$ cat config.mk
export PLATFORM = sky130hd
export DESIGN_NAME = ispf_parser
export DESIGN_NICKNAME = d
export VERILOG_FILES = /design/src/rtl/ispf_pkg.sv /design/src/rtl/ispf_parser.sv
export SDC_FILE = /design/constraint.sdc
export NUM_CORES = 1
export LEC_CHECK = 0
export BUFFER_PORTS_ARGS = -buffer_cell sky130_fd_sc_hd__buf_2
export CAP_MARGIN = 5
export CORE_MARGIN = 2
export CORE_UTILIZATION = 38
export DETAILED_ROUTE_END_ITERATION = 12
export PLACE_DENSITY = 0.69
export SLEW_MARGIN = 5
export SYNTH_ARGS = -nofsm -noshare
export SYNTH_HDL_FRONTEND = slang
export SYNTH_SLANG_ARGS = --single-unit
export TNS_END_PERCENT = 5
$ cat constraint.sdc
create_clock -name clock -period 6.06 [get_ports clock]
set_input_delay 0 -clock clock [delete_from_list [all_inputs] [get_ports clock]]
set_output_delay 0 -clock clock [all_outputs]
set_load 0.005 [all_outputs]
$ cat src/rtl/ispf_pkg.sv
// shared types, constants and reason codes for the ingress source spoof filter
// no dependencies; imported by every module of the block
`default_nettype none

package ispf_pkg;

   localparam int PORT_W   = 6;
   localparam int BYTE_W   = 8;
   localparam int MAC_W    = 48;
   localparam int IP_W     = 32;
   localparam int TYPE_W   = 16;
   localparam int OFF_W    = 6;
   localparam int LEN_W    = OFF_W + 1;
   localparam int REASON_W = 4;

   localparam int DEF_PORT_COUNT = 64;

   localparam int REQ_DATA_W = 96;
   localparam int RSP_DATA_W = 8;

   localparam logic [OFF_W-1:0]  OFF_MAX      = '1;
   localparam logic [TYPE_W-1:0] TYPE_IPV4    = 16'h0800;
   localparam logic [TYPE_W-1:0] TYPE_ARP     = 16'h0806;
   localparam logic [TYPE_W-1:0] TYPE_QTAG    = 16'h8100;
   localparam logic [TYPE_W-1:0] TYPE_ADTAG   = 16'h88A8;
   localparam logic [LEN_W-1:0]  ETH_HDR_LEN  = 7'd14;
   localparam logic [LEN_W-1:0]  VLAN_HDR_LEN = 7'd18;
   localparam logic [LEN_W-1:0]  IPV4_HDR_LEN = 7'd20;
   localparam logic [LEN_W-1:0]  ARP_LEN      = 7'd28;
   localparam logic [BYTE_W-1:0] ARP_HLN      = 8'd6;
   localparam logic [BYTE_W-1:0] ARP_PLN      = 8'd4;

   typedef enum logic [REASON_W-1:0] {
      RSN_OK         = 4'd0,
      RSN_OTHER_TYPE = 4'd1,
      RSN_SHORT_ETH  = 4'd2,
      RSN_SHORT_VLAN = 4'd3,
      RSN_UNKNOWN    = 4'd4,
      RSN_MAC        = 4'd5,
      RSN_SHORT_IP   = 4'd6,
      RSN_IP         = 4'd7,
      RSN_SHORT_ARP  = 4'd8,
      RSN_ARP_LENS   = 4'd9,
      RSN_ARP_MAC    = 4'd10,
      RSN_ARP_IP     = 4'd11
   } reason_type;

   // fields of one finished frame, as seen after its last byte
   typedef struct packed {
      logic [LEN_W-1:0]  len;
      logic              vlan;
      logic [TYPE_W-1:0] eth_type;
      logic [MAC_W-1:0]  src_mac;
      logic [IP_W-1:0]   ip_src;
      logic [TYPE_W-1:0] arp_lens;
      logic [MAC_W-1:0]  arp_mac;
      logic [IP_W-1:0]   arp_ip;
   } frame_type;

   // identity entry looked up for the frame's port
   typedef struct packed {
      logic             known;
      logic [MAC_W-1:0] mac;
      logic [IP_W-1:0]  ip;
   } ident_type;

endpackage

`default_nettype wire

$ cat src/rtl/ispf_parser.sv
// byte parser: tracks the byte offset and captures header fields of a frame
// depends on ispf_pkg
`default_nettype none

module ispf_parser
   import ispf_pkg::*;
(
   input  wire logic              clock,
   input  wire logic              reset,
   input  wire logic              byte_en,
   input  wire logic [PORT_W-1:0] port,
   input  wire logic [BYTE_W-1:0] data_byte,
   input  wire logic              last,
   output frame_type              frame,
   output logic [PORT_W-1:0]      frame_port
);

   logic [OFF_W-1:0]  off_ff, off_in;
   logic [PORT_W-1:0] port_ff, port_in;
   logic [MAC_W-1:0]  src_mac_ff, src_mac_in;
   logic [TYPE_W-1:0] outer_ff, outer_in;
   logic [TYPE_W-1:0] inner_ff, inner_in;
   logic [IP_W-1:0]   ip_src_ff, ip_src_in;
   logic [TYPE_W-1:0] arp_lens_ff, arp_lens_in;
   logic [MAC_W-1:0]  arp_mac_ff, arp_mac_in;
   logic [IP_W-1:0]   arp_ip_ff, arp_ip_in;

   logic             first;
   logic             vlan;
   logic [OFF_W-1:0] base;
   logic [OFF_W-1:0] rel;
   logic             past_base;

   assign first = (off_ff == '0);

   always_comb begin
      // captured fields restart at the first byte of each frame
      port_in     = first ? port : port_ff;
      src_mac_in  = first ? '0 : src_mac_ff;
      outer_in    = first ? '0 : outer_ff;
      inner_in    = first ? '0 : inner_ff;
      ip_src_in   = first ? '0 : ip_src_ff;
      arp_lens_in = first ? '0 : arp_lens_ff;
      arp_mac_in  = first ? '0 : arp_mac_ff;
      arp_ip_in   = first ? '0 : arp_ip_ff;

      if (off_ff >= 6'd6 && off_ff <= 6'd11) begin
         src_mac_in = {src_mac_in[MAC_W-BYTE_W-1:0], data_byte};
      end
      if (off_ff == 6'd12 || off_ff == 6'd13) begin
         outer_in = {outer_in[TYPE_W-BYTE_W-1:0], data_byte};
      end

      vlan      = (outer_in == TYPE_QTAG) || (outer_in == TYPE_ADTAG);
      base      = vlan ? VLAN_HDR_LEN[OFF_W-1:0] : ETH_HDR_LEN[OFF_W-1:0];
      past_base = (off_ff >= base);
      rel       = off_ff - base;

      if (vlan && (off_ff == 6'd16 || off_ff == 6'd17)) begin
         inner_in = {inner_in[TYPE_W-BYTE_W-1:0], data_byte};
      end
      if (past_base) begin
         if (rel >= 6'd12 && rel <= 6'd15) begin
            ip_src_in = {ip_src_in[IP_W-BYTE_W-1:0], data_byte};
         end
         if (rel == 6'd4 || rel == 6'd5) begin
            arp_lens_in = {arp_lens_in[TYPE_W-BYTE_W-1:0], data_byte};
         end
         if (rel >= 6'd8 && rel <= 6'd13) begin
            arp_mac_in = {arp_mac_in[MAC_W-BYTE_W-1:0], data_byte};
         end
         if (rel >= 6'd14 && rel <= 6'd17) begin
            arp_ip_in = {arp_ip_in[IP_W-BYTE_W-1:0], data_byte};
         end
      end

      // offset saturates so long frames count as 64 bytes
      if (last) begin
         off_in = '0;
      end else if (off_ff == OFF_MAX) begin
         off_in = off_ff;
      end else begin
         off_in = off_ff + 1'b1;
      end
   end

   always_ff @(posedge clock) begin
      if (reset) begin
         off_ff      <= '0;
         port_ff     <= '0;
         src_mac_ff  <= '0;
         outer_ff    <= '0;
         inner_ff    <= '0;
         ip_src_ff   <= '0;
         arp_lens_ff <= '0;
         arp_mac_ff  <= '0;
         arp_ip_ff   <= '0;
      end else if (byte_en) begin
         off_ff      <= off_in;
         port_ff     <= port_in;
         src_mac_ff  <= src_mac_in;
         outer_ff    <= outer_in;
         inner_ff    <= inner_in;
         ip_src_ff   <= ip_src_in;
         arp_lens_ff <= arp_lens_in;
         arp_mac_ff  <= arp_mac_in;
         arp_ip_ff   <= arp_ip_in;
      end
   end

   always_comb begin
      frame.len      = LEN_W'(off_ff) + 1'b1;
      frame.vlan     = vlan;
      frame.eth_type = vlan ? inner_in : outer_in;
      frame.src_mac  = src_mac_in;
      frame.ip_src   = ip_src_in;
      frame.arp_lens = arp_lens_in;
      frame.arp_mac  = arp_mac_in;
      frame.arp_ip   = arp_ip_in;
   end

   assign frame_port = port_in;

endmodule

`default_nettype wire

# Yosys cells after proc, flatten, opt, wreduce, memory -nomap -nowiden
# Index checks and enable logic that the tools add are counted.
# totals
register_bits,220
input_bits,18
output_inout_bits,206
word_cells,65
# classes
addsub,3
order_cmp,9
eq_ne,10
muxes,23
n_reduce_logical,11
# op_table
op,n
two-way mux 48 bit,5
two-way mux 32 bit,6
two-way mux 16 bit,8
equality test 16 bit (second input constant),2
greater-or-equal comparator 6 x 4 -> 1 bit (second input constant),3
<= comparator 6 x 4 -> 1 bit (second input constant),3
two-way mux 6 bit,3
equality test 6 x 3 -> 1 bit (second input constant),2
equality test 6 x 4 -> 1 bit (second input constant),2
equality test 6 x 5 -> 1 bit (second input constant),2
adder 6 x 1 -> 7 bit (second input constant),1
adder 6 x 1 -> 6 bit (second input constant),1
equality test 6 bit (second input constant),1
greater-or-equal comparator 6 x 3 -> 1 bit (second input constant),1
greater-or-equal comparator 6 x 5 -> 1 bit,1
<= comparator 6 x 5 -> 1 bit (second input constant),1
zero test 6 bit,1
subtractor 6 x 5 -> 6 bit,1
logical AND 1 bit,5
two-way mux 5 bit,1
logical OR 1 bit,4
inequality test 2 bit (second input constant),1
AND reduction 2 bit,1

# Logic depth before layout (Yosys ltp)
# Gate-level depths: netlist of run 1.
# depth
word_depth,11
depth_mapped,20
ltp_nobuf,17

# Worst setup path after synthesis of run 1
# OpenSTA, ideal clock, no wires.
# synth_timing
path_kind,reg-to-reg
start,reg off_ff[1]
end,reg arp_ip_ff[10]
setup_time_ps,60
t_arrival_ps,4273
t_required_ps,6000
path_slack_ps,1727
stages_incl_launch_ff,20
path_buffers,2
period_less_slack_ps,4333
path_cell_list,dfxtp_1 inv_1 ha_1 nor3b_4 nand2_1 nand2_1 or3b_1 nand2_1 o21ai_1 inv_1 ha_1 a21o_1 a21oi_2 xnor2_2 mux2_4 or3b_1 buf_6 nor2_8 buf_8 a22o_1
# synth_via
elab_chain_len,11
word_cells_on_any_way,18
classes_between,add/sub (1); order compare (3); eq/ne (4); mux (6); reduce/logical (4)
# synth_lines
element,line_no,text
"start, declared",ispf_parser.sv:18,"logic [OFF_W-1:0] off_ff, off_in;"
"start signal, assigned",ispf_parser.sv:99,off_ff <= off_in;
zero test 6 bit or equality test 6 x 4 -> 1 bit (tied branches),"ispf_parser.sv:34, ispf_parser.sv:50",
two-way mux 16 bit or logical OR 1 bit (tied branches),"ispf_parser.sv:40, ispf_parser.sv:50",
two-way mux 16 bit (*),ispf_parser.sv:50,if (off_ff == 6'd12 || off_ff == 6'd13) begin
equality test 16 bit,ispf_parser.sv:54,vlan = (outer_in == TYPE_QTAG) || (outer_in == TYPE_ADTAG);
logical OR 1 bit (*),ispf_parser.sv:54,
net vlan,ispf_parser.sv:29,logic vlan;
two-way mux 5 bit (*),ispf_parser.sv:55,base = vlan ? VLAN_HDR_LEN[OFF_W-1:0] : ETH_HDR_LEN[OFF_W-1:0];
subtractor 6 x 5 -> 6 bit,ispf_parser.sv:57,rel = off_ff - base;
greater-or-equal comparator 6 x 4 -> 1 bit or <= comparator 6 x 5 -> 1 bit (tied branches),ispf_parser.sv:72,if (rel >= 6'd14 && rel <= 6'd17) begin
logical AND 1 bit,ispf_parser.sv:72,
two-way mux 32 bit,ispf_parser.sv:72,
two-way mux 32 bit (*),ispf_parser.sv:62,if (past_base) begin
"end signal, assigned",ispf_parser.sv:107,arp_ip_ff <= arp_ip_in;
"end, declared",ispf_parser.sv:26,"logic [IP_W-1:0] arp_ip_ff, arp_ip_in;"
# The timed path passes the listed nets; every way through them passes the cells marked *.
# A chain may end at the register's enable or synchronous reset.

==> results of run 1 <==
## registers in the layout (all words and copies together) (netlist names)
name / count
src_mac_ff: 48
ip_src_ff: 32
off_ff: 6
port_ff: 6
outer_ff: 16
arp_lens_ff: 16
inner_ff: 16
arp_mac_ff: 48
arp_ip_ff: 32
## cell type report
cell class,instances,area (um^2)
flip-flops and latches,220,4400
inverters,10,38.8
clock inverters,7,87.6
multi-input cells,1134,6390
clock buffers,41,778
repair buffers,258,1430
well taps,390,488
fillers,2980,16000
## cells in the mapped netlist (all sizes together), types with 8 or more instances
library cell	instances	area, um^2
dfxtp	220	4400
nor3	56	280
a21boi	8	60.1
and3	11	68.8
nand2	329	1230
clkbuf	97	365
a22oi	35	263
inv	9	33.8
nand4	29	188
o32ai	9	97.6
mux2i	43	430
o21ai	54	270
buf	50	293
ha	11	138
a311oi	8	70.1
a22o	104	911
o21a	9	67.6
nor2	148	574
a21oi	192	968
nand3	27	135
## worst max-delay path, stage by stage, from the launching register on
cell	delay [ns]
dfxtp_1	0.63
nand4bb_1	0.25
nor2_2	0.64
o31ai_1	0.24
nand3_1	0.15
nand2_1	0.06
o21ai_1	0.32
inv_1	0.18
ha_1	0.37
nor2b_1	0.15
o21a_1	0.17
or3_1	0.38
and4bb_2	0.30
nand2_1	0.52
buf_4	0.27
nand2_1	0.06
a21oi_1	0.15
buf_2	0.15
## routing by layer
metal  global-route usage  vias up  share of wire  routed length [um]
met5                    0        -              0                   0
met4               0.0645        0          0.025                 932
met3               0.0536       69          0.084                3080
met2                0.343      496           0.44               16300
met1                0.304     5385           0.45               16300
li1                     -     5589              -                   -
## power breakdown
group          switching [mW]  leakage (nW)  total, mW  internal, mW
combinational           0.151          2.97      0.190        0.0386
clock                   0.621         0.423       1.58         0.963
sequential            0.00518          1.77       1.46          1.45
## repair_timing
item / 4_1_cts / 5_1_grt
setup endpoints to repair: 0 / 45
setup buffers: 0 / 1
hold endpoints to repair: 33 / 0
gates resized for setup: 0 / 2
hold buffers: 15 / 0
## logic make-up (layout without fill, tap and decap cells)
| family | Yosys count | after routing |
|---|---|---|
| AOI/OAI and AO/OA | 445 | 445 |
| buffers and inverters | 157 | 316 |
| DFF | 220 | 220 |
| muxes | 44 | 44 |
| adders and majority gates | 12 | 12 |
| and+or+nand+nor | 627 | 627 |
| xor gates and xnor gates | 6 | 6 |
## worst paths after layout
| kind | depth (start not counted) | to | startpoint |
|---|---|---|---|
| min reg2reg | 1 | arp_ip_ff[31]$_SDFFE_PP0P_ | arp_ip_ff[31]$_SDFFE_PP0P_ |
| min | 3 | ip_src_ff[5]$_SDFFE_PP0P_ | data_byte[5] |
| max | 17 | frame[115] | off_ff[2]$_SDFFE_PP0P_ |
| max reg2reg | 16 | arp_mac_ff[41]$_SDFFE_PP0P_ | off_ff[2]$_SDFFE_PP0P_ |
==> qor.yml, run 1 <==
run_status:
  outcome: "finished, final reports clean"
timing:
  tightest_slew_ns: 1.03
  clock_skew_ns: 0.0102
  holdWs_ns: 0.0219
  finalMaxSlewViolations: 0
  period_share: 0.914
  finalSetupTns_ns: 0
  slew_headroom: 0.315
  layout_setup_ws_ns: 0.522
  finalCriticalPeriod_ns: 5.54
  hold_viol_final: 0
  rsz0062_at_grt: "false"
  finalSetupViolations: 0
  max_freq_mhz: 181
cts:
  h-tree-depth: 1
  clk_latency_ns: 0.52
  cts_sinks: 220
  numCtsBuffers: 26
  tritoncts: "done"
  clockRootBuffer: "clkbuf_16"
  clockBufferDepth: 3
  path_clk_slew_ns: 0.06
synthesis:
  synth_mux_area_frac: 0.0389
  syn_inst: 1511
  synthXorXnorAreaFrac: 0.00525
  synth-main-ff-cell: "dfxtp_1"
  synth_fp_nets: 1541
  synth-adder-area-share: 0.0138
  synth_edf_count: 0
  synth-async-reset-ratio: 0
  syn_area_um2: 11400
  synth_top_family_by_area: "compound AO/OA/AOI/OAI gates"
  synth-warning-count: 0
  synth_simple_gate_area_frac: 0.238
  ys_seq_area_frac: 0.385
  avgSynthCellArea_um2: 7.57
  yosysUniqueCellTypes: 73
  synth-compound-area-share: 0.258
  ys_seq_elements: 220
setup_path:
  crit_required_ns: 6.06
  rrSetupSlack_ns: 0.89
  critical_path_class: "flip-flop to output port"
  cp.arrival_ns: 5.54
  critPathMaxFanout: 18
  crit_path_end_kind: "output port"
  crit_path_start_kind: "flip-flop"
final_layout:
  layout_common_cells: "nand2_1 (327), buf_2 (221), dfxtp_1 (220)"
  layout_commonest_cell: "nand2_1"
  final_cells: 2060
  area_growth_pct: 19.0
  fin_nets: 1680
  utilization: 0.459
  design_area_um2: 13600
  drive_gt1_frac: 0.189
  diodes: 0
place:
  io_buffers: 223
  gp_congestion: 0.869
  dp_cells: 1996
  placed_area_um2: 12600
  dp_slack_ns: 0.839
  dpl.hpwl_mm: 22.8
power_and_ir_drop:
  power.density_nw_per_um2: 237
  p_total_mw: 3.23
  peakVddDrop_v: 0.000190
  p_leak_nw: 5.17
detailed_routing:
  vias: 11500
  dr.pass1.iters: 6
  drtIter0Drc: 1153
  routed_wl_mm: 36.6
  antenna_left: 0
  wl_per_cell_um: 17.8
  viasPerCell: 5.60
  drc: 0
global_route:
  grt_pass1_wl_mm: 56.9
  antenna_found_initial: 0
  track_usage: 0.221
  grt_pass1_vias: 10400
  grt_start_max_net_pins: 103
  overflow: 0
floorplanning:
  rows: 63
  start_util: 0.386
  die_h_um: 178
  die-area_um2: 31500
  core_area_um2: 29600
  io_pins: 224
  die_w_um: 178
worst_hold_path:
  holdCritPathClass: "input port to flip-flop"
flow_run:
  drv_cap: 0
Power figures use the tool's default switching activity.
==> run 2: changes to the inputs <==
--- a/config.mk
+++ b/config.mk
@@ -10,7 +10,8 @@
 export CORE_MARGIN = 2
 export CORE_UTILIZATION = 38
 export DETAILED_ROUTE_END_ITERATION = 12
-export PLACE_DENSITY = 0.69
+export PLACE_DENSITY_LB_ADDON = 0.08
+export REMOVE_ABC_BUFFERS = 1
 export SLEW_MARGIN = 5
 export SYNTH_ARGS = -nofsm -noshare
 export SYNTH_HDL_FRONTEND = slang
==> qor.yml, run 2 (synthesis results as in run 1) <==
setup_path:
  cp.arrival_ns: 5.60
  rrSetupSlack_ns: 0.86
  cp-startpoint: "off_ff[1]$_SDFFE_PP0P_"
  critPathMaxFanout: 25
  crit_path_start_kind: "flip-flop"
  crit_path_end_kind: "output port"
  critical_path_class: "flip-flop to output port"
  crit_required_ns: 6.06
  r2r-start: "off_ff[1]$_SDFFE_PP0P_"
  endpoint: "frame[13]"
  worst_r2r_path_depth: 18
  rr_endpoint: "arp_mac_ff[21]$_SDFFE_PP0P_"
power_and_ir_drop:
  pwr-share-comb: 0.062
  p_sw_frac: 0.245
  p_int_mw: 2.38
  p_total_mw: 3.15
  power.density_nw_per_um2: 232
  peakVddDrop_v: 0.000166
  sequentialPowerShare: 0.462
  p_leak_nw: 5.17
  p_clk_frac: 0.476
  p_sw_uw: 773
place:
  dp_cells: 1998
  placed_area_um2: 12600
  gp_congestion: 0.855
  dpl.hpwl_mm: 21.7
  dp_slack_ns: 0.718
  io_buffers: 223
global_route:
  track_usage: 0.217
  grt_pass1_vias: 10300
  overflow: 0
  antenna_found_initial: 0
  grt_pass1_wl_mm: 56.1
  grt_start_max_net_pins: 97
detailed_routing:
  antenna_left: 0
  viasPerCell: 5.47
  dr.pass1.iters: 5
  wl_per_cell_um: 17.4
  drc: 0
  routed_wl_mm: 35.8
  vias: 11300
  drtIter0Drc: 855
timing:
  holdWs_ns: 0.173
  tightest_slew_ns: 1.08
  rsz0062_at_grt: "false"
  slew_headroom: 0.277
  finalCriticalPeriod_ns: 5.60
  layout_setup_ws_ns: 0.457
  period_share: 0.925
  clock_skew_ns: 0.0102
  finalSetupTns_ns: 0
  finalSetupViolations: 0
  hold_viol_final: 0
  finalMaxSlewViolations: 0
  max_freq_mhz: 178
final_layout:
  fin_nets: 1683
  area_growth_pct: 19.1
  diodes: 0
  layout_commonest_cell: "nand2_1"
  design_area_um2: 13600
  final_cells: 2063
  fillCellCount: 3108
  utilization: 0.460
  layout_common_cells: "nand2_1 (327), buf_2 (221), dfxtp_1 (220)"
  largestRegisters: "arp_mac_ff (48), src_mac_ff (48)"
  multi_input_area_um2: 6410
  drive_gt1_frac: 0.191
  final-seq-area_um2: 4400
cts:
  numCtsBuffers: 26
  cts_sinks: 220
  clk_latency_ns: 0.52
  clockRootBuffer: "clkbuf_16"
  clockBufferDepth: 3
  path_clk_slew_ns: 0.06
  h-tree-depth: 1
  tritoncts: "done"
run_status:
  outcome: "finished, final reports clean"
floorplanning:
  rows: 63
  core_area_um2: 29600
  die_w_um: 178
  io_pins: 224
  die_h_um: 178
  die-area_um2: 31500
  start_util: 0.386
flow_run:
  drv_cap: 0
worst_hold_path:
  holdCritPathClass: "input port to flip-flop"
==> run 2: area by class of cell <==
cell class                      instances  share of cell area
Multi-Input combinational cell       1135               0.471
Sequential cell                       220               0.323
Timing Repair Buffer                  260               0.107
Clock buffer                           41              0.0579
Tap cell                              390              0.0358
Inverter                               10             0.00294
Clock inverter                          7             0.00285
==> run 2: metal layers <==
metal	up-vias	share of wire	routed length, um	global-route usage
met4	0	0.018	654	0.0475
met5	-	0	0	0
met3	41	0.052	1880	0.0358
met1	5347	0.48	17100	0.307
li1	5605	-	-	-
met2	295	0.45	16100	0.347
==> run 2: repair_timing <==
item,4_1_cts,5_1_grt
gates resized for setup,0,2
buffers inserted,0,0
setup endpoints to repair,0,105
hold endpoints to repair,37,0
hold buffers,16,0
==> run 2: worst min path at each step <==
| stage | cells past startpoint | slack (ns) | end | from |
|---|---|---|---|---|
| CTS | 3 | 0.15 | arp_lens_ff[14]$_SDFFE_PP0P_ | reset |
| finish | 3 | 0.17 | src_mac_ff[20]$_SDFFE_PP0P_ | reset |
| global route | 3 | 0.19 | arp_lens_ff[14]$_SDFFE_PP0P_ | reset |
| detailed placement | 4 | 0.28 | frame_port[4] | port[4] |
| floorplan | 1 | 0.07 | ip_src_ff[0]$_SDFFE_PP0P_ | reset |
| global placement | 4 | 0.28 | frame_port[0] | port[0] |
==> run 2: worst max-delay path, stage by stage, from the launching register on <==
cell,delay (ns)
dfxtp_1,0.41
inv_1,0.21
ha_1,0.22
nor3b_4,0.39
and2_4,0.43
a21oi_2,0.15
or3b_1,0.41
nand2_1,0.11
o21ai_2,0.13
inv_1,0.13
ha_1,0.29
a21o_1,0.22
a21oi_2,0.17
xnor2_2,0.22
mux2_4,0.37
nor3b_4,0.41
buf_4,0.36
nand2_1,0.08
a21oi_1,0.19
buf_2,0.16
==> run 2: power by group through the flow <==
stage                     logic, mW  registers, mW  clock network [mW]
after global placement        0.187           1.49                   0
after global routing          0.212           1.46                1.60
after CTS                     0.194           1.46                1.55
final                         0.196           1.46                1.50
after detailed placement      0.186           1.49                   0
after floorplan              0.0819           1.49                   0
