--- src/rtl/ispf_pkg.sv ---
// shared types, constants and reason codes for the ingress source spoof filter
// no dependencies; imported by every module of the block
`default_nettype none

package ispf_pkg;

   localparam int PORT_W   = 6;
   localparam int BYTE_W   = 8;
   localparam int MAC_W    = 48;
   localparam int IP_W     = 32;
   localparam int TYPE_W   = 16;
   localparam int OFF_W    = 6;
   localparam int LEN_W    = OFF_W + 1;
   localparam int REASON_W = 4;

   localparam int DEF_PORT_COUNT = 64;

   localparam int REQ_DATA_W = 96;
   localparam int RSP_DATA_W = 8;

   localparam logic [OFF_W-1:0]  OFF_MAX      = '1;
   localparam logic [TYPE_W-1:0] TYPE_IPV4    = 16'h0800;
   localparam logic [TYPE_W-1:0] TYPE_ARP     = 16'h0806;
   localparam logic [TYPE_W-1:0] TYPE_QTAG    = 16'h8100;
   localparam logic [TYPE_W-1:0] TYPE_ADTAG   = 16'h88A8;
   localparam logic [LEN_W-1:0]  ETH_HDR_LEN  = 7'd14;
   localparam logic [LEN_W-1:0]  VLAN_HDR_LEN = 7'd18;
   localparam logic [LEN_W-1:0]  IPV4_HDR_LEN = 7'd20;
   localparam logic [LEN_W-1:0]  ARP_LEN      = 7'd28;
   localparam logic [BYTE_W-1:0] ARP_HLN      = 8'd6;
   localparam logic [BYTE_W-1:0] ARP_PLN      = 8'd4;

   typedef enum logic [REASON_W-1:0] {
      RSN_OK         = 4'd0,
      RSN_OTHER_TYPE = 4'd1,
      RSN_SHORT_ETH  = 4'd2,
      RSN_SHORT_VLAN = 4'd3,
      RSN_UNKNOWN    = 4'd4,
      RSN_MAC        = 4'd5,
      RSN_SHORT_IP   = 4'd6,
      RSN_IP         = 4'd7,
      RSN_SHORT_ARP  = 4'd8,
      RSN_ARP_LENS   = 4'd9,
      RSN_ARP_MAC    = 4'd10,
      RSN_ARP_IP     = 4'd11
   } reason_type;

   // fields of one finished frame, as seen after its last byte
   typedef struct packed {
      logic [LEN_W-1:0]  len;
      logic              vlan;
      logic [TYPE_W-1:0] eth_type;
      logic [MAC_W-1:0]  src_mac;
      logic [IP_W-1:0]   ip_src;
      logic [TYPE_W-1:0] arp_lens;
      logic [MAC_W-1:0]  arp_mac;
      logic [IP_W-1:0]   arp_ip;
   } frame_type;

   // identity entry looked up for the frame's port
   typedef struct packed {
      logic             known;
      logic [MAC_W-1:0] mac;
      logic [IP_W-1:0]  ip;
   } ident_type;

endpackage

`default_nettype wire

--- src/rtl/ispf_judge.sv ---
// verdict stage: holds a finished frame, applies the checks, drives the result word
// depends on ispf_pkg
`default_nettype none

module ispf_judge
   import ispf_pkg::*;
(
   input  wire logic       clock,
   input  wire logic       reset,
   input  wire logic       frame_done,
   input  wire frame_type  frame,
   input  wire ident_type  lookup,
   output logic            ready,
   output logic            rsp_valid,
   input  wire logic       rsp_ready,
   output logic            rsp_verdict,
   output reason_type      rsp_reason
);

   logic       hold_vld_ff, hold_vld_in;
   frame_type  hold_ff;
   logic       res_vld_ff, res_vld_in;
   logic       verdict_ff;
   reason_type reason_ff;

   logic             res_load;
   reason_type       reason;
   logic [LEN_W-1:0] base;

   assign res_load = hold_vld_ff && (!res_vld_ff || rsp_ready);
   assign ready    = !hold_vld_ff || res_load;

   always_comb begin
      base = hold_ff.vlan ? VLAN_HDR_LEN : ETH_HDR_LEN;
      priority if (hold_ff.len < ETH_HDR_LEN) begin
         reason = RSN_SHORT_ETH;
      end else if (hold_ff.vlan && hold_ff.len < VLAN_HDR_LEN) begin
         reason = RSN_SHORT_VLAN;
      end else if (!lookup.known) begin
         reason = RSN_UNKNOWN;
      end else if (hold_ff.src_mac != lookup.mac) begin
         reason = RSN_MAC;
      end else if (hold_ff.eth_type == TYPE_IPV4) begin
         priority if (hold_ff.len < base + IPV4_HDR_LEN) begin
            reason = RSN_SHORT_IP;
         end else if (hold_ff.ip_src != lookup.ip) begin
            reason = RSN_IP;
         end else begin
            reason = RSN_OK;
         end
      end else if (hold_ff.eth_type == TYPE_ARP) begin
         priority if (hold_ff.len < base + ARP_LEN) begin
            reason = RSN_SHORT_ARP;
         end else if (hold_ff.arp_lens[TYPE_W-1:BYTE_W] != ARP_HLN ||
                      hold_ff.arp_lens[BYTE_W-1:0] != ARP_PLN) begin
            reason = RSN_ARP_LENS;
         end else if (hold_ff.arp_mac != lookup.mac) begin
            reason = RSN_ARP_MAC;
         end else if (hold_ff.arp_ip != lookup.ip) begin
            reason = RSN_ARP_IP;
         end else begin
            reason = RSN_OK;
         end
      end else begin
         reason = RSN_OTHER_TYPE;
      end
   end

   always_comb begin
      priority if (frame_done) begin
         hold_vld_in = 1'b1;
      end else if (res_load) begin
         hold_vld_in = 1'b0;
      end else begin
         hold_vld_in = hold_vld_ff;
      end
      priority if (res_load) begin
         res_vld_in = 1'b1;
      end else if (rsp_ready) begin
         res_vld_in = 1'b0;
      end else begin
         res_vld_in = res_vld_ff;
      end
   end

   always_ff @(posedge clock) begin
      if (reset) begin
         hold_vld_ff <= 1'b0;
         res_vld_ff  <= 1'b0;
      end else begin
         hold_vld_ff <= hold_vld_in;
         res_vld_ff  <= res_vld_in;
      end
   end

   always_ff @(posedge clock) begin
      if (frame_done) begin
         hold_ff <= frame;
      end
      if (res_load) begin
         verdict_ff <= (reason == RSN_OK) || (reason == RSN_OTHER_TYPE);
         reason_ff  <= reason;
      end
   end

   assign rsp_valid   = res_vld_ff;
   assign rsp_verdict = verdict_ff;
   assign rsp_reason  = reason_ff;

endmodule

`default_nettype wire

--- config.mk ---
export PLATFORM = sky130hd
export DESIGN_NAME = ispf_judge
export DESIGN_NICKNAME = d
export VERILOG_FILES = /design/src/rtl/ispf_pkg.sv /design/src/rtl/ispf_judge.sv
export SDC_FILE = /design/constraint.sdc
export NUM_CORES = 1
export LEC_CHECK = 0
export BUFFER_PORTS_ARGS = -buffer_cell sky130_fd_sc_hd__buf_4
export CAP_MARGIN = 20
export CORE_MARGIN = 2
export CORE_UTILIZATION = 54
export DETAILED_ROUTE_END_ITERATION = 8
export GPL_TIMING_DRIVEN = 0
export HOLD_SLACK_MARGIN = 0.05
export PLACE_DENSITY = 0.86
export RECOVER_POWER = 50
export SKIP_LAST_GASP = 1
export SYNTH_ARGS = -nofsm -noshare
export SYNTH_HDL_FRONTEND = slang
export SYNTH_SLANG_ARGS = --single-unit
--- constraint.sdc ---
create_clock -name clock -period 5.5 [get_ports clock]
set_input_delay 0.275 -clock clock [delete_from_list [all_inputs] [get_ports clock]]
set_output_delay 0.275 -clock clock [all_outputs]
set_load 0.03 [all_outputs]
==> results.toml, run 1 <==
[synth]
synthCells = 474
yosysMostFrequentCell = "edfxtp_1"
yosysSeqAreaShare_pct = 74.7
yosysTopAreaCell = "edfxtp_1"
syn-cell-area_um2 = 8250
synth_top_area_share_pct = 74.3
synth_edf_count = 204
ys_seq_elements = 206
syn_avg_cell_area_um2 = 17.4
async_reset_ff_share_pct = 0
ys.flop_type = "edfxtp_1"
synth_warnings = 0
synth_area_leaders = "edfxtp_1, xnor2_1, xor2_1"
ys_types = 30
synth_nets = 760
synth_commonest_cells = "edfxtp_1, xnor2_1, xor2_1, nand4_1, nor4_1"

[placement]
placed_area_um2 = 10700
dp_hpwl_um = 14800
port_buffers = 290
place_ws_ns = 3.16
gp_congestion = 0.872

[floorplanning]
die_height_um = 128
row_count = 45
ios = 292
die_x_um = 128
initial_core_util_pct = 54.7

[clock_network]
cts_max_path_buffers = 3
clock_sinks = 206
htreeDepth = 1
cts_resized = 0
hold_buffers = 199
numCtsBuffers = 23
cts-root-buf = "clkbuf_16"
post_cts.repair.setup_buffers = 0

[outcome]
flow.stopped_at = "clock tree synthesis (4_1_cts)"
status = "aborted with a tool error"
first-error = "[ERROR RSZ-0060] Max buffer count reached."
## per-stage QoR
stage | utilization (%) | std cells
2_1_floorplan | - | 474
3_3_place_gp | 70.7 | 952
3_5_place_dp | 70.9 | 953
## cell families after synthesis
family,Yosys count,synth area share [%]
simple gates,88,6.45
xor+xnor,160,17.0
flops,206,74.7
compound gates,16,1.53
fa+ha+maj,1,0.152
buf+inv,3,0.136
==> inputs of run 2 (changes only) <==
- CORE_UTILIZATION: 54 -> 40
- HOLD_SLACK_MARGIN: 0.05 -> unset
- PLACE_DENSITY: 0.86 -> unset
- PLACE_DENSITY_LB_ADDON: unset -> 0.15
==> run 2 against run 1 <==
  * The flow now finishes without violations
  * Synthesized area unchanged
  * Synthesized cell count did not move
==> results.toml, run 2 <==
[power]
p_sw_share_pct = 21.5
p_sw_uw = 803
power_density_nw_per_um2 = 279
power_leakage_nw = 5.13
clockPowerShare_pct = 35.4
seqPwrFrac_pct = 51.2
ir_worst_vdd_mv = 0.212
intPower_mw = 2.94
comb_power_share_pct = 13.4

[synth]
synth_top_area_share_pct = 74.3
ys_seq_elements = 206
synth_edf_count = 204
ys.flop_type = "edfxtp_1"
async_reset_ff_share_pct = 0
synth_warnings = 0
synth_commonest_cells = "edfxtp_1, xnor2_1, xor2_1, nand4_1, nor4_1"
syn_avg_cell_area_um2 = 17.4
yosysTopAreaCell = "edfxtp_1"
yosysSeqAreaShare_pct = 74.7
syn-cell-area_um2 = 8250
synth_nets = 760
yosysMostFrequentCell = "edfxtp_1"
ys_types = 30
synth_area_leaders = "edfxtp_1, xnor2_1, xor2_1"
synthCells = 474

[placement]
port_buffers = 290
dp_hpwl_um = 15100
place_ws_ns = 3.01
gp_congestion = 0.802

[worst_setup_path]
r2r_slack_ns = 3.06
arrival_ns = 2.69
startpoint_type = "flip-flop"
r2r-end = "rsp_reason[0]$_DFFE_PP_"
critPathMaxFanout = 3
critPathKind = "flip-flop to flip-flop"
cp-end-kind = "flip-flop"
startpoint = "hold_ff[150]$_DFFE_PP_"
ff2ff_path_depth = 6
r2r_start = "hold_ff[150]$_DFFE_PP_"
critPathCapture = "rsp_reason[0]$_DFFE_PP_"
critPathRequiredTime_ns = 5.75

[hold_path]
hp-class = "input port to flip-flop"

[clock_network]
cts_max_path_buffers = 3
cts_resized = 0
numCtsBuffers = 23
clkLatencyLatePin_ns = 0.50
clock_sinks = 206
path_clk_slew_ns = 0.06
htreeDepth = 1
cts-root-buf = "clkbuf_16"
cts_tree = "done"

[grt]
grt_pass1_vias = 6588
grt_pass1_wl_um = 33400
grt_max_degree = 106
antenna_found_initial = 0
overflow = 0
grt_use_total_pct = 19.7

[route]
drtAntennaViolNets = 0
drtIter0Drc = 244
route.detailed.drc = 0
postRouteWirelength_um = 21800
vias = 5914
vias_per_cell = 4.65
first_pass_iters = 4
wl_per_cell_um = 17.1

[layout]
top_register = "hold_ff"
largest_reg_flops = 199
nNetsFinal = 1276
final_cell_mix = "edfxtp_1, dlygate4sd3_1, clkbuf_4"
final_util_pct = 66.4
final_common_cell = "edfxtp_1"
layout-drive-gt1-share_pct = 32.4
area_delta_synth_final_pct = 62.9
antenna_cells = 0

[sta]
rsz0062_at_grt = "false"
slew_viol_final = 0
relSlewSlack_pct = 47.5
tightestPinTransition_ns = 0.781
max_freq_mhz = 410
clock_skew_ns = 0.0132
setup_viol = 0
fin_crit_sh_pct = 44.4
setup_tns_ns = 0
finalHoldViolCount = 0
period_minus_slack_ns = 2.44
postLayoutSetupSlackWorst_ns = 3.06

[floorplanning]
die_x_um = 148
core_area_um2 = 20200
die_height_um = 148
initial_core_util_pct = 40.8
ios = 292
row_count = 52
die-area_um2 = 21800

[flow_run]
cap_violations = 0

[outcome]
status = "completed"
[run 2: how the worst min path moves through the flow]
stage               startpoint                       end  slack (ns)  cells after the start
global route         rsp_ready    rsp_valid$_SDFFE_PP0P_        0.08                      4
global placement         reset  hold_vld_ff$_SDFFE_PP0P_        0.45                      2
floorplan                reset  hold_vld_ff$_SDFFE_PP0P_        0.35                      1
detailed placement       reset    rsp_valid$_SDFFE_PP0P_        0.45                      2
CTS                  rsp_ready    rsp_valid$_SDFFE_PP0P_        0.07                      4
finish               rsp_ready    rsp_valid$_SDFFE_PP0P_        0.09                      4
[run 2: kinds of logic (layout without fill, tap and decap cells)]
group                    after synthesis  after routing  share of synthesized area [%]
AO/OA/AOI/OAI                         16             16                           1.53
XOR/XNOR                             160            160                           17.0
adder cells (fa/ha/maj)                1              1                          0.152
buffers and inverters                  3            530                          0.136
flip-flops                           206            206                           74.7
AND/OR/NAND/NOR                       88             88                           6.45
[run 2: critical path, stage by stage, from the launching register on]
cell       delay, ns
edfxtp_1        0.38
xor2_1          0.15
nor4_1          0.69
nand4_1         0.29
nor3_1          0.39
a2bb2oi_1       0.20
o31ai_1         0.09
[run 2: stage by stage]
| step | power, mW | cell area [um2] | hold slack (ns) | instances |
|---|---|---|---|---|
| 4_1_cts | 3.80 | 13400 | 0.0654 | 1271 |
| 3_3_place_gp | 2.32 | 10800 | 0.445 | 1034 |
| 2_1_floorplan | 2.08 | 8250 | 0.347 | 474 |
| 3_5_place_dp | 2.34 | 10800 | 0.453 | 1035 |
| 5_1_grt | 3.90 | 13400 | 0.0809 | 1271 |
| 6_report | 3.74 | 13400 | 0.0914 | 1271 |
[run 2: routing by layer]
metal | up-vias | global-route usage (%) | share of wire [%]
met1 | 2812 | 24.2 | 40
met4 | 0 | 6.06 | 2.7
met2 | 214 | 34.8 | 51
met5 | - | 0 | 0
met3 | 46 | 4.35 | 6.5
li1 | 2842 | - | -
[run 2: final cells by class]
cell class                      count  area, um2
Fill cell                        1450       6800
Clock inverter                      8       42.5
Tap cell                          270        338
Timing Repair Buffer              491       4210
Inverter                            3       11.3
Sequential cell                   206       6170
Multi-Input combinational cell    265       2070
Clock buffer                       28        594
[run 2: what timing repair did]
action                                 4_1_cts  5_1_grt
endpoints found under the hold margin      201        0
setup buffers                                0        0
hold buffers                               200        0
[run 2: power groups by stage]
| stage | Sequential (mW) | Combinational [mW] | Clock, mW |
|---|---|---|---|
| after floorplan | 1.94 | 0.138 | 0 |
| after global placement | 1.95 | 0.375 | 0 |
| after detailed placement | 1.95 | 0.386 | 0 |
| after CTS | 1.92 | 0.508 | 1.37 |
| after global routing | 1.93 | 0.539 | 1.43 |
| final | 1.92 | 0.500 | 1.33 |
(Power assumes the default switching activity.)
==> inputs of run 3 (changes only) <==
- ABC_AREA: unset -> 1
- clock period: 5.5 -> 2.3 ns (I/O delays scaled with it)
==> run 3 against run 2 <==
  * The run now ends with capacitance limit, slew limit left
  * Routed wire length shrank 0.47%
  * Non-clock buffer count grew 3
  * Cell area grew 6.7%
  * Clock power grew to 2.9 times the previous value
  * Via count grew 17%
  * Global-route usage shrank 1.3 points
  * Total power grew to 2.6 times the previous value
  * Cell count grew 24%
  * Register-to-register slack lost 2.8 ns
  * Critical path depth shrank 4
  * Synthesized area grew 8.3%
  * Sequential cell count is the same
  * Critical path type is now input port to flip-flop
  * Critical endpoint is now hold_ff[77]$_DFFE_PP_
==> results.toml, run 3 <==
[outcome]
status = "complete, but fails checks"
violations = "capacitance limit, slew limit"

[floorplanning]
die_height_um = 153
initial_core_util_pct = 40.8
ios = 292
core_area_um2 = 21900
die-area_um2 = 23600
die_x_um = 153
row_count = 54

[clock_network]
path_clk_slew_ns = 0.06
numCtsBuffers = 24
cts-root-buf = "clkbuf_16"
cts_resized = 0
clkLatencyLatePin_ns = 0.51
clock_sinks = 206
cts_max_path_buffers = 3
htreeDepth = 1
hold_buffers = 203
post_cts.repair.setup_buffers = 0
cts_tree = "done"

[route]
first_pass_iters = 6
drtIter0Drc = 273
postRouteWirelength_um = 21700
vias = 6900
drtAntennaViolNets = 0
route.detailed.drc = 0
wl_per_cell_um = 13.7
vias_per_cell = 4.37

[synth]
synth_compound_area_share_pct = 0.700
syn_avg_cell_area_um2 = 11.8
synth_warnings = 0
yosysTopAreaCell = "edfxtp_1"
synth_top_area_share_pct = 68.6
yosys.area_share.simple_pct = 15.8
synth_commonest_cells = "edfxtp_1, nand2_1, inv_1, nor2_1, xnor2_1"
syn-cell-area_um2 = 8940
synth-xor-area-share_pct = 10.0
ys_seq_elements = 206
yosysSeqAreaShare_pct = 69.0
synth_nets = 1045
synth_edf_count = 204
synth_top_family_by_area = "simple AND/OR/NAND/NOR gates"
ys.flop_type = "edfxtp_1"
ys_types = 25
synthCells = 759
muxShareOfSynthArea_pct = 0
synth_area_leaders = "edfxtp_1, nand2_1, xnor2_1"
synth-adder-area-share_pct = 0.140
yosysMostFrequentCell = "edfxtp_1"
async_reset_ff_share_pct = 0

[worst_setup_path]
startpoint_type = "input port"
critPathRequiredTime_ns = 2.45
cp_slowest_cell = "clkbuf_2"
critPathTopFamily = "buffers and inverters"
crit_chain = "clkbuf_2 -> buf_16"
cp-end-kind = "flip-flop"
cp_num_buf_inv = 2
critPathMaxFanout = 115
max_stage_delay_ns = 1.47
arrival_ns = 2.21
critPathKind = "input port to flip-flop"

[grt]
grt_use_total_pct = 18.4
grt_max_degree = 116
grt_pass1_wl_um = 34500
overflow = 0
grt_pass1_vias = 7317
antenna_found_initial = 1

[power]
seqPwrFrac_pct = 47.6
p_sw_mw = 2.04
power_density_nw_per_um2 = 673
p_sw_share_pct = 21.1
comb_power_share_pct = 12.7
clockPowerShare_pct = 39.7
ir_worst_vdd_mv = 0.641
power_mw = 9.64
intPower_mw = 7.61
power_leakage_nw = 6.22

[sta]
relSlewSlack_pct = -43.6
max_freq_mhz = 483
tightestPinTransition_ns = 2.15
setup_viol = 0
clock_skew_ns = 0.0106
finalHoldViolCount = 0
period_minus_slack_ns = 2.07
rsz0062_at_grt = "false"
postLayoutSetupSlackWorst_ns = 0.231
worst_hold_slack_ns = 0.335
fin_crit_sh_pct = 90.0
slew_viol_final = 86

[hold_path]
hp-class = "input port to flip-flop"

[layout]
fin_area_um2 = 14300
area_delta_synth_final_pct = 60.5
final_common_cell = "edfxtp_1"
fin_cells = 1578
layout-drive-gt1-share_pct = 27.0
largest_reg_flops = 199
final_cell_mix = "edfxtp_1, dlygate4sd3_1, nand2_1"
nNetsFinal = 1565
top_register = "hold_ff"

[placement]
dp_hpwl_um = 14800
place_ws_ns = 0.222
port_buffers = 290
dp.cells = 1330
gp_congestion = 0.766
placed_area_um2 = 11500

[flow_run]
cap_violations = 1
-- run 3: cell types whose count changed after synthesis, sizes merged, moves of 4 or more --
| cell | delta |
|---|---|
| inv | +97 |
| nand4 | -21 |
| nand2 | +187 |
| nand3 | +15 |
| nor2 | +72 |
| nor4 | -16 |
| nor3 | +4 |
| xnor2 | -51 |
| or2 | +14 |
| xor2 | -7 |
-- run 3: tightest hold or removal path, stage by stage --
cell	delay, ns
dlygate4sd3_1	0.54
buf_4	0.11
a21oi_1	0.03
-- run 3: logic make-up (layout without fill, tap and decap cells) --
family,Yosys count,in the layout
simple gates,336,336
flops,206,206
buf+inv,103,641
xor+xnor,102,102
compound gates,11,11
fa+ha+maj,1,1
other cells,0,1
-- run 3: area by class of cell --
type | count | area, um2
Timing Repair Buffer | 494 | 4230
Clock inverter | 11 | 101
Inverter | 103 | 387
Sequential cell | 206 | 6170
Multi-Input combinational cell | 450 | 2380
Antenna cell | 1 | 2.50
Clock buffer | 33 | 716
Tap cell | 280 | 350
Fill cell | 1625 | 7550
-- run 3: power groups by stage --
stage                     Combinational (mW)  Sequential, mW  Clock, mW
after floorplan                        0.387            4.64          0
after global placement                 0.924            4.66          0
after detailed placement               0.951            4.66          0
after CTS                               1.24            4.58       3.94
after global routing                    1.36            4.62       4.10
final                                   1.23            4.59       3.83
-- run 3: metrics by stage --
| stage | util (%) | TNS, ns |
|---|---|---|
| after floorplan | - | 0 |
| after global placement | 52.4 | -19.91 |
| after detailed placement | 52.5 | 0 |
| after CTS | 65.5 | 0 |
| after global routing | 65.5 | 0 |
| final | 65.5 | 0 |
-- run 3: metal layers --
| metal | wire, um | part of all wire [%] | GRT usage (%) | vias up |
|---|---|---|---|---|
| li1 | - | - | - | 3534 |
| met1 | 8420 | 39 | 21.0 | 3097 |
| met3 | 1800 | 8.3 | 5.33 | 34 |
| met5 | 0 | 0 | 0 | - |
| met2 | 11000 | 51 | 34.0 | 235 |
| met4 | 469 | 2.2 | 4.41 | 0 |
-- run 3: path summary, 6_finish.rpt --
kind	to	slack, ns	cells after the start	from
max	hold_ff[77]$_DFFE_PP_	0.23	2	frame_done
min	hold_vld_ff$_SDFFE_PP0P_	0.33	3	reset
max reg2reg	rsp_verdict$_DFFE_PP_	0.25	9	hold_ff[165]$_DFFE_PP_
min reg2reg	hold_vld_ff$_SDFFE_PP0P_	0.52	2	hold_vld_ff$_SDFFE_PP0P_
==> inputs of run 4 (changes only) <==
- ABC_AREA: 1 -> unset
==> run 4 against run 3 <==
  * The flow still finishes with violations (capacitance limit, slew limit)
  * Register-to-register slack worse by 0.08 ns
  * Non-clock buffer count stayed put
  * Sequential power about the same
  * Maximum frequency down 2.8%
  * Die area is 7.5% lower
  * Via count is 14% lower
  * Critical path type is now flip-flop to flip-flop
  * Highest routed layer unchanged
==> results.toml, run 4 (synthesis results as in run 2) <==
[hold_path]
hold_path_depth = 7
hp-class = "input port to flip-flop"

[floorplanning]
die_x_um = 148
ios = 292
die-area_um2 = 21800
initial_core_util_pct = 40.8
core_area_um2 = 20200
row_count = 52
die_height_um = 148

[power]
seqPwrFrac_pct = 51.1
power_density_nw_per_um2 = 664
comb_power_share_pct = 13.6
clockPowerShare_pct = 35.4
intPower_mw = 7.04
p_sw_mw = 1.95
ir_worst_vdd_mv = 0.513
p_sw_share_pct = 21.7
power_leakage_nw = 5.17

[grt]
grt_pass1_vias = 6667
grt_pass1_wl_um = 33900
grt_use_total_pct = 20.0
grt_max_degree = 106
overflow = 0
antenna_found_initial = 0

[layout]
top_register = "hold_ff"
largest_reg_flops = 199
area_delta_synth_final_pct = 64.1
layout-drive-gt1-share_pct = 33.2
final_common_cell = "edfxtp_1"
fin_area_um2 = 13500
fillers = 1437
nNetsFinal = 1279
final_cell_mix = "edfxtp_1, dlygate4sd3_1, clkbuf_4"
antenna_cells = 0

[clock_network]
post_cts.repair.setup_buffers = 0
cts-root-buf = "clkbuf_16"
clkLatencyLatePin_ns = 0.50
numCtsBuffers = 23
path_clk_slew_ns = 0.06
cts_max_path_buffers = 3
htreeDepth = 1
clock_sinks = 206
cts_tree = "done"

[worst_setup_path]
r2r_slack_ns = 0.17
cp-end-kind = "flip-flop"
ff2ff_path_depth = 5
startpoint_type = "flip-flop"
critPathRequiredTime_ns = 2.56
critPathKind = "flip-flop to flip-flop"
arrival_ns = 2.39
critPathMaxFanout = 3

[sta]
postLayoutSetupSlackWorst_ns = 0.172
tightestPinTransition_ns = 2.19
rsz0062_at_grt = "true"
clock_skew_ns = 0.0138
max_freq_mhz = 470
finalHoldViolCount = 0
slew_viol_final = 96
fin_crit_sh_pct = 92.5
relSlewSlack_pct = -46.1
setup_viol = 0
period_minus_slack_ns = 2.13

[route]
vias = 5952
first_pass_iters = 4
routed-wl-met2_um = 11300
postRouteWirelength_um = 22000
route.detailed.drc = 0
vias_per_cell = 4.67
route.met3.wl_um = 1460
drtIter0Drc = 245
drt-met1-wl_um = 8650
wl_per_cell_um = 17.3
top_layer = "met4"
drtAntennaViolNets = 0

[placement]
gp_congestion = 0.802
dp_hpwl_um = 15100
port_buffers = 290
placed_area_um2 = 10800
place_ws_ns = -0.151

[outcome]
violations = "capacitance limit, slew limit"
status = "complete, but fails checks"

[flow_run]
cap_violations = 1
-- run 4: cell types whose count changed in the layout (fill, tap and decap cells not counted), sizes merged, moves of 36 or more --
cell / before / now
buf: 135 / 94
clkbuf: 189 / 225
inv: 100 / 4
nand2: 194 / 7
nor2: 78 / 6
xnor2: 53 / 104
-- run 4: per-layer routing --
metal	GRT usage (%)	up-vias
met5	0	-
met4	6.06	0
met3	4.20	38
met2	35.7	231
met1	24.5	2835
li1	-	2848
-- run 4: worst paths after layout --
path / from / to
setup reg to reg: hold_ff[108]$_DFFE_PP_ / rsp_reason[2]$_DFFE_PP_
hold / removal: lookup[52] / rsp_reason[1]$_DFFE_PP_
hold reg to reg: hold_vld_ff$_SDFFE_PP0P_ / hold_vld_ff$_SDFFE_PP0P_
setup / recovery: hold_ff[108]$_DFFE_PP_ / rsp_reason[2]$_DFFE_PP_
-- run 4: power by group through the flow --
stage               clock (mW)  sequential (mW)  combinational, mW
detailed placement           0             4.66              0.923
global route              3.43             4.62               1.31
finish                    3.18             4.59               1.22
global placement             0             4.65              0.897
floorplan                    0             4.65              0.330
CTS                       3.28             4.58               1.23
-- run 4: repair_timing --
action | in CTS | in global routing
gates resized for setup | 4 | 8
setup endpoints to repair | 5 | 5
pin swaps | 0 | 1
hold endpoints to repair | 202 | 0
hold buffers | 203 | 0
-- run 4: cell type report --
type                            instances  area [um2]  area share (%)
Sequential cell                       206        6170            45.5
Timing Repair Buffer                  494        4230            31.3
Multi-Input combinational cell        265        2150            15.9
Clock buffer                           28         594            4.39
Tap cell                              270         338            2.50
Clock inverter                          8        42.5           0.314
Inverter                                3        11.3          0.0832
-- run 4: critical path, stage by stage (launching register included) --
cell      delay, ns
edfxtp_1       0.39
xnor2_1        0.18
nand4_1        0.15
nor4_1         0.65
a31oi_1        0.28
o21a_1         0.24
-- run 4: stage by stage --
step                total power [mW]  hold slack [ns]  utilization, %  setup TNS [ns]  instances
floorplan                       4.98            0.187               -               0        474
global placement                5.55            0.285            53.2           -1.35       1034
detailed placement              5.58            0.293            53.4          -0.464       1035
CTS                             9.09            0.144            66.7               0       1274
global route                    9.36            0.326            66.9         -0.0108       1274
finish                          8.99            0.325            66.9               0       1274
